<file path="config.mk">
export PLATFORM = sky130hd
export DESIGN_NAME = acmm_lane
export DESIGN_NICKNAME = d
export VERILOG_FILES = /design/src/hw/rtl/acmm_pkg.sv /design/src/hw/rtl/acmm_lane.sv
export SDC_FILE = /design/constraint.sdc
export NUM_CORES = 2
export LEC_CHECK = 0
export ABC_AREA = 1
export BUFFER_PORTS_ARGS = -buffer_cell sky130_fd_sc_hd__buf_2
export CAP_MARGIN = 20
export CORE_MARGIN = 5
export CORE_UTILIZATION = 50
export CTS_CLUSTER_SIZE = 24
export DETAILED_ROUTE_END_ITERATION = 8
export MAX_ROUTING_LAYER = met4
export PLACE_DENSITY_LB_ADDON = 0.05
export REMOVE_ABC_BUFFERS = 1
export SETUP_SLACK_MARGIN = 0.3
export SYNTH_ARGS = -nofsm -noshare
export SYNTH_HDL_FRONTEND = slang
export SYNTH_SLANG_ARGS = --single-unit
</file>
<file path="constraint.sdc">
create_clock -name clock -period 7.15 [get_ports clock]
set_clock_uncertainty 0.1 [all_clocks]
set_input_delay 1.43 -clock clock [delete_from_list [all_inputs] [get_ports clock]]
set_output_delay 1.43 -clock clock [all_outputs]
set_load 0.02 [all_outputs]
</file>
<file path="src/hw/rtl/acmm_pkg.sv">
// ============================================================================
// acmm_pkg: shared types and constants of the channel matrix mixer
// Sample, weight and accumulator widths, register indexes, lane control.
// ============================================================================
package acmm_pkg;

   // Field widths
   localparam int SAMPLE_W = 16;   // signed audio sample
   localparam int COEF_W   = 8;    // unsigned Q1.7 weight
   localparam int COUNT_W  = 3;    // channel count registers
   localparam int CLAMP_W  = 4;    // clamped count, holds up to eight
   localparam int FRAC_W   = 7;    // fraction bits of a weight

   // Product of a 9-bit signed weight and a 16-bit sample
   localparam int PROD_W   = SAMPLE_W + COEF_W + 1;
   // Sum of up to eight products
   localparam int SUM_W    = PROD_W + 3;
   // Quotient after dropping the fraction bits
   localparam int QUO_W    = SUM_W - FRAC_W;

   localparam int SAMPLE_MAX = 32767;
   localparam int SAMPLE_MIN = -32768;

   // Register indexes on the csr port
   localparam int REG_IN_CHANNELS  = 0;
   localparam int REG_OUT_CHANNELS = 1;
   localparam int REG_COEF_BASE    = 2;

   // Per-cycle control shared by every lane
   typedef struct packed {
      logic               ld_mul;   // product stage loads
      logic               ld_sum;   // sum stage loads
      logic               ld_out;   // output stage loads
      logic               mute;     // word at the input is muted
      logic [CLAMP_W-1:0] nin;      // active input channels, clamped
   } lane_ctl_type;

endpackage

</file>
<file path="src/hw/rtl/acmm_lane.sv">
// ============================================================================
// acmm_lane: one output channel of the mixing matrix
// Three stages: weighted products, product sum, truncate and saturate.
// ============================================================================
module acmm_lane #(
   parameter int MAX_CHANNELS = 6
) (
   input  logic                                            clock,
   input  acmm_pkg::lane_ctl_type                          ctl,
   input  logic                                            active,
   input  logic [MAX_CHANNELS-1:0][acmm_pkg::SAMPLE_W-1:0] samples,
   input  logic [acmm_pkg::COEF_W*MAX_CHANNELS-1:0]        coef_row,
   output logic [acmm_pkg::SAMPLE_W-1:0]                   sample_out
);

   logic signed [acmm_pkg::PROD_W-1:0] prod_in [MAX_CHANNELS];
   logic signed [acmm_pkg::PROD_W-1:0] prod_ff [MAX_CHANNELS];
   logic                               kill1_in;
   logic                               kill1_ff;

   logic signed [acmm_pkg::SUM_W-1:0]  sum_in;
   logic signed [acmm_pkg::SUM_W-1:0]  sum_ff;
   logic                               kill2_ff;

   logic signed [acmm_pkg::SUM_W-1:0]  biased;
   logic signed [acmm_pkg::QUO_W-1:0]  quo;
   logic [acmm_pkg::SAMPLE_W-1:0]      out_in;
   logic [acmm_pkg::SAMPLE_W-1:0]      out_ff;

   // Stage 1: weight times sample for each active input
   always_comb begin
      for (int k = 0; k < MAX_CHANNELS; k++) begin
         if (acmm_pkg::CLAMP_W'(k) < ctl.nin) begin
            prod_in[k] = $signed({1'b0, coef_row[acmm_pkg::COEF_W*k +: acmm_pkg::COEF_W]})
                         * $signed(samples[k]);
         end else begin
            prod_in[k] = '0;
         end
      end
      kill1_in = ctl.mute || !active;
   end

   always_ff @(posedge clock) begin
      if (ctl.ld_mul) begin
         prod_ff  <= prod_in;
         kill1_ff <= kill1_in;
      end
   end

   // Stage 2: sum of the products
   always_comb begin
      sum_in = '0;
      for (int k = 0; k < MAX_CHANNELS; k++) begin
         sum_in = sum_in + acmm_pkg::SUM_W'(prod_ff[k]);
      end
   end

   always_ff @(posedge clock) begin
      if (ctl.ld_sum) begin
         sum_ff   <= sum_in;
         kill2_ff <= kill1_ff;
      end
   end

   // Stage 3: divide by 128 toward zero, then clamp to 16 bits; muted or inactive words give zero
   always_comb begin
      biased = sum_ff + $signed({{(acmm_pkg::SUM_W-acmm_pkg::FRAC_W){1'b0}},
                                 {acmm_pkg::FRAC_W{sum_ff[acmm_pkg::SUM_W-1]}}});
      quo    = biased[acmm_pkg::SUM_W-1:acmm_pkg::FRAC_W];
      if (kill2_ff) begin
         out_in = '0;
      end else if (quo > acmm_pkg::QUO_W'(acmm_pkg::SAMPLE_MAX)) begin
         out_in = acmm_pkg::SAMPLE_W'(acmm_pkg::SAMPLE_MAX);
      end else if (quo < acmm_pkg::QUO_W'(acmm_pkg::SAMPLE_MIN)) begin
         out_in = acmm_pkg::SAMPLE_W'(acmm_pkg::SAMPLE_MIN);
      end else begin
         out_in = quo[acmm_pkg::SAMPLE_W-1:0];
      end
   end

   always_ff @(posedge clock) begin
      if (ctl.ld_out) begin
         out_ff <= out_in;
      end
   end

   assign sample_out = out_ff;

endmodule

</file>
Word level (Yosys, flattened, before mapping)
Cells that the tools add are included.
{"block": "word_totals", "memories": 0, "latchBits": 0, "rom_bits": 0, "ff_bits": 196, "mem_bits_rw": 0}
{"block": "op_classes", "n_reduce_logical": 3, "n_mul": 6, "n_addsub": 6, "div": 0, "bitwise_logic": 0, "mux": 2, "n_shift": 0, "order_cmp": 8, "eq_ne": 0}
{"cell": "$mul A9 B16 Y25", "count": 6}
{"cell": "$add A28 B25 Y28", "count": 2}
{"cell": "$add A27 B25 Y28", "count": 1}
{"cell": "$add A28 B8 Y28", "count": 1}
{"cell": "$add A26 B25 Y27", "count": 1}
{"cell": "$add A25 B25 Y26", "count": 1}
{"cell": "$gt A21 B16 Y1 const B", "count": 1}
{"cell": "$lt A21 B16 Y1 const B", "count": 1}
{"cell": "$mux W16", "count": 1}
{"cell": "$mux W15", "count": 1}
{"cell": "$lt A1 B4 Y1 const A", "count": 2}
{"cell": "$lt A2 B4 Y1 const A", "count": 2}
{"cell": "$lt A3 B4 Y1 const A", "count": 2}
{"cell": "$reduce_or A2 Y1", "count": 1}
{"cell": "$logic_not A1 Y1", "count": 1}
{"cell": "$logic_or A1 B1 Y1", "count": 1}

Longest topological paths before layout
{"block": "depth", "depth_word": 5, "ltp_mapped": 24, "depth_no_buf": 22}

Worst setup path after synthesis
Ideal clock, no wire load.
{"block": "synth_timing", "kind": "input -> register", "start": "input port coef_row[40] (netlist name)", "end": "register prod_ff[22] (netlist name) (data pin)", "setup_time_ns": 0.270, "setup_slack_ns": 1.280, "arrival_ns": 5.500, "stages": 19, "path_cell_list": "clkbuf_1 -> clkbuf_1 -> nand2_1 -> fa_1 -> inv_1 -> fa_1 -> fa_1 -> inv_1 -> fa_1 -> inv_1 -> ha_1 -> a21o_1 -> a21boi_0 -> a21boi_0 -> o21bai_1 -> nand2_1 -> nand2_1 -> nand2_1 -> a21oi_1"}
{"block": "synth_via", "elab_chain_len": 1}
{"item": "from (decl)", "line_no": "acmm_lane.sv:12", "source": "input logic [acmm_pkg::COEF_W*MAX_CHANNELS-1:0] coef_row,"}
{"item": "$mul A9 B16 Y25", "line_no": "acmm_lane.sv:35", "source": "* $signed(samples[k]);"}
{"item": "to (signal assigned)", "line_no": "acmm_lane.sv:45", "source": "prod_ff <= prod_in;"}
{"item": "to (decl)", "line_no": "acmm_lane.sv:17", "source": "logic signed [acmm_pkg::PROD_W-1:0] prod_ff [MAX_CHANNELS];"}
Every way passes these cells.
A chain may end at the register's enable or synchronous reset.

Worst setup path in the final report
{"block": "layout_timing", "start": "input port coef_row[24] (netlist name)", "end": "register prod_ff[70] (netlist name) (data pin)"}
Same word-level chain as after synthesis.

==> results.py <==
metrics = {
    "detailed_routing": {
        "wl_met2_mm": 46.9,
        "vias_per_cell": 4.83,
        "drtIter0Drc": 1525,
        "vias": 30200,
        "met3_wirelength_mm": 3.51,
        "wl_mm": 96.1,
        "top_layer_used": "met4",
        "first_pass_iters": 5,
        "ant_nets": 0,
        "drt-wirelength-per-cell_um": 15.4,
        "route.detailed.drc": 0,
        "drt-met1-wl_mm": 44.4,
    },
    "global_route": {
        "antenna_found_initial": 2,
        "grt_start_max_net_pins": 97,
        "grt_pass1_vias": 30900,
        "gr-usage-all-layers_pct": 23.4,
        "grt_pass1_wl_mm": 160,
        "overflow": 0,
    },
    "cells_and_area": {
        "fill_cells": 8060,
        "num-nets-final": 6376,
        "drive_gt1_share_pct": 5.30,
        "final_util_pct": 52.6,
        "area_delta_synth_final_pct": 4.80,
    },
    "timing": {
        "whs_ns": 0.328,
        "tns_ns": 0,
        "rsz0062_at_grt": "false",
        "relSlewSlack_pct": 35.7,
        "final.period_utilization_pct": 81.1,
        "hold_viol": 0,
        "fmax_mhz": 172,
        "tightestPinTransition_ns": 0.965,
        "drv_slew": 0,
        "finalSetupViolCount": 0,
        "min_period_ns": 5.80,
    },
    "place": {
        "port_buffers": 169,
        "gp_congestion": 0.932,
        "dpl.hpwl_mm": 83.1,
    },
    "worst_setup_path": {
        "slowest_delay_ns": 0.57,
        "slowest_stage": "fa_1",
        "critPathMaxFanout": 16,
        "cp.arrival_ns": 5.98,
        "cp_cell_sequence": "buf_2, nand2_1, fa_1, inv_1, fa_1, fa_1, inv_1, fa_1, inv_1, ha_1, nand2_1, o21ai_0, a21oi_1, o21ai_0, nand2_1, nand2_1, o21ai_0, a21oi_1",
        "end_kind": "flip-flop",
        "start_kind": "primary input",
        "required_ns": 7.33,
        "crit_type": "in -> reg",
    },
    "logic_synthesis": {
        "synth_ff_type": "edfxtp_1",
        "synthTopCellsByArea": "fa_1 35%, inv_1 15%, edfxtp_1 14%",
        "async_flop_share_pct": 0,
        "avgSynthCellArea_um2": 7.88,
        "yosysTopAreaCell": "fa_1",
        "synth.top_cell.area_share_pct": 34.9,
        "synth_edf_count": 196,
        "seq_area_frac_synth_pct": 14.4,
        "synthesis.area_um2": 40900,
        "ys_types": 47,
        "yosysWarnings": 0,
        "synthCells": 5192,
        "synth_seq_cells": 196,
    },
    "floorplan": {
        "die_w_um": 296,
        "ioPinCount": 170,
        "initial_core_util_pct": 50.2,
        "rows": 105,
        "coreArea_um2": 81600,
        "dieArea_um2": 87700,
        "die_y_um": 296,
    },
    "run_status": {
        "status": "finished, final reports clean",
    },
    "clock_network": {
        "cts_buffers": 17,
        "cts_max_level": 4,
        "cts_setup_buffers": 0,
        "cts-root-buf": "clkbuf_16",
        "worstSkewPairLatency_ns": 0.46,
        "clkTransAtPathRegs_ns": 0.08,
        "cts_hold_repair.buffers": 0,
        "clockBufferDepth": 2,
        "cts_tree": "built",
        "clock_sinks": 196,
        "cts_resized": 0,
    },
    "worst_hold_path": {
        "min_path_type": "reg -> reg",
    },
    "flow_run": {
        "drv_cap": 0,
    },
}
[area by class of cell]
| type | count | area, um^2 | area share [%] |
|---|---|---|---|
| inverters | 1691 | 6350 | 14.8 |
| clock inverters | 15 | 161 | 0.376 |
| flip-flops and latches | 196 | 5890 | 13.7 |
| clock buffers | 17 | 425 | 0.992 |
| well taps | 1070 | 1340 | 3.12 |
| diodes | 2 | 5.00 | 0.0117 |
| multi-input cells | 3096 | 27800 | 64.9 |
| repair buffers | 174 | 890 | 2.07 |
[stage by stage]
stage                     cell area (um^2)  setup slack, ns  instances
final                                42900             1.35       6261
after global routing                 42900             1.05       6261
after CTS                            42900             1.37       6259
after detailed placement             42300            0.880       6227
after global placement               42300            0.884       6227
after floorplan                      40100             1.79       4983
[worst max-delay path: cells and delay by family]
| kind | cells | cell delay, ns |
|---|---|---|
| AO/OA/AOI/OAI | 5 | 1.21 |
| buffers and inverters | 4 | 0.45 |
| adder cells (fa/ha/maj) | 5 | 2.45 |
| AND/OR/NAND/NOR | 4 | 0.43 |
[flip-flops by register name, summed over array words and instances (netlist names)]
signal      cells
sample_out     16
kill1_ff        1
sum_ff         28
kill2_ff        1
prod_ff       150
[synthesized netlist by cell type (all sizes together), types with 23 or more instances]
cell,number
inv,1691
nand2,1125
fa,714
ha,332
a21oi,259
nor2,210
clkbuf,200
edfxtp,196
o21ai,118
nand3,76
xor2,45
xnor2,34
nand4,25
nor3,23
[layout by cell type (no fill, tap or decap), drive strengths merged, types with 3 or more instances in the layout]
cell type and n:
nand2 1125, a21boi 8, nor4 11, nand4 25, a21oi 259, nor2 210, nor3 23, ha 332
o21bai 16, o31ai 7, xor2 45, fa 714, or2 22, o221ai 4, a221oi 3, edfxtp 196
o21a 17, a31oi 11, clkinv 5, o211ai 4, buf 174, xnor2 34, a21o 22, a211oi 3
nand3 76, clkbuf 17, inv 1699, nand3b 4, o21ai 118
[layer usage]
layer / track usage (%) / up-vias
met5: - / -
met1: 32.3 / 14800
met4: 3.54 / 0
li1: - / 14900
met3: 2.10 / 54
met2: 38.9 / 467
[worst paths after layout]
kind                                    from     endpoint  slack [ns]  cells past startpoint
worst max register to register   prod_ff[77]   sum_ff[18]        2.88                     14
worst min register to register      kill1_ff     kill2_ff        0.33                      0
worst min-delay path                kill1_ff     kill2_ff        0.33                      0
worst max-delay path            coef_row[24]  prod_ff[70]        1.35                     18
[cell families (layout without fill, tap and decap cells)]
kind of cell | Yosys count | after routing | synth area share (%)
AOI/OAI and AO/OA | 472 | 472 | 6.45
xor gates and xnor gates | 79 | 79 | 1.71
adders and majority gates | 1046 | 1046 | 45.1
buffers and inverters | 1900 | 1897 | 17.6
DFF | 196 | 196 | 14.4
other | 0 | 2 | 0
and+or+nand+nor | 1499 | 1499 | 14.8
Power is not shown: default switching activity piles up to over one toggle a cycle in this logic, so the estimate is an artifact.
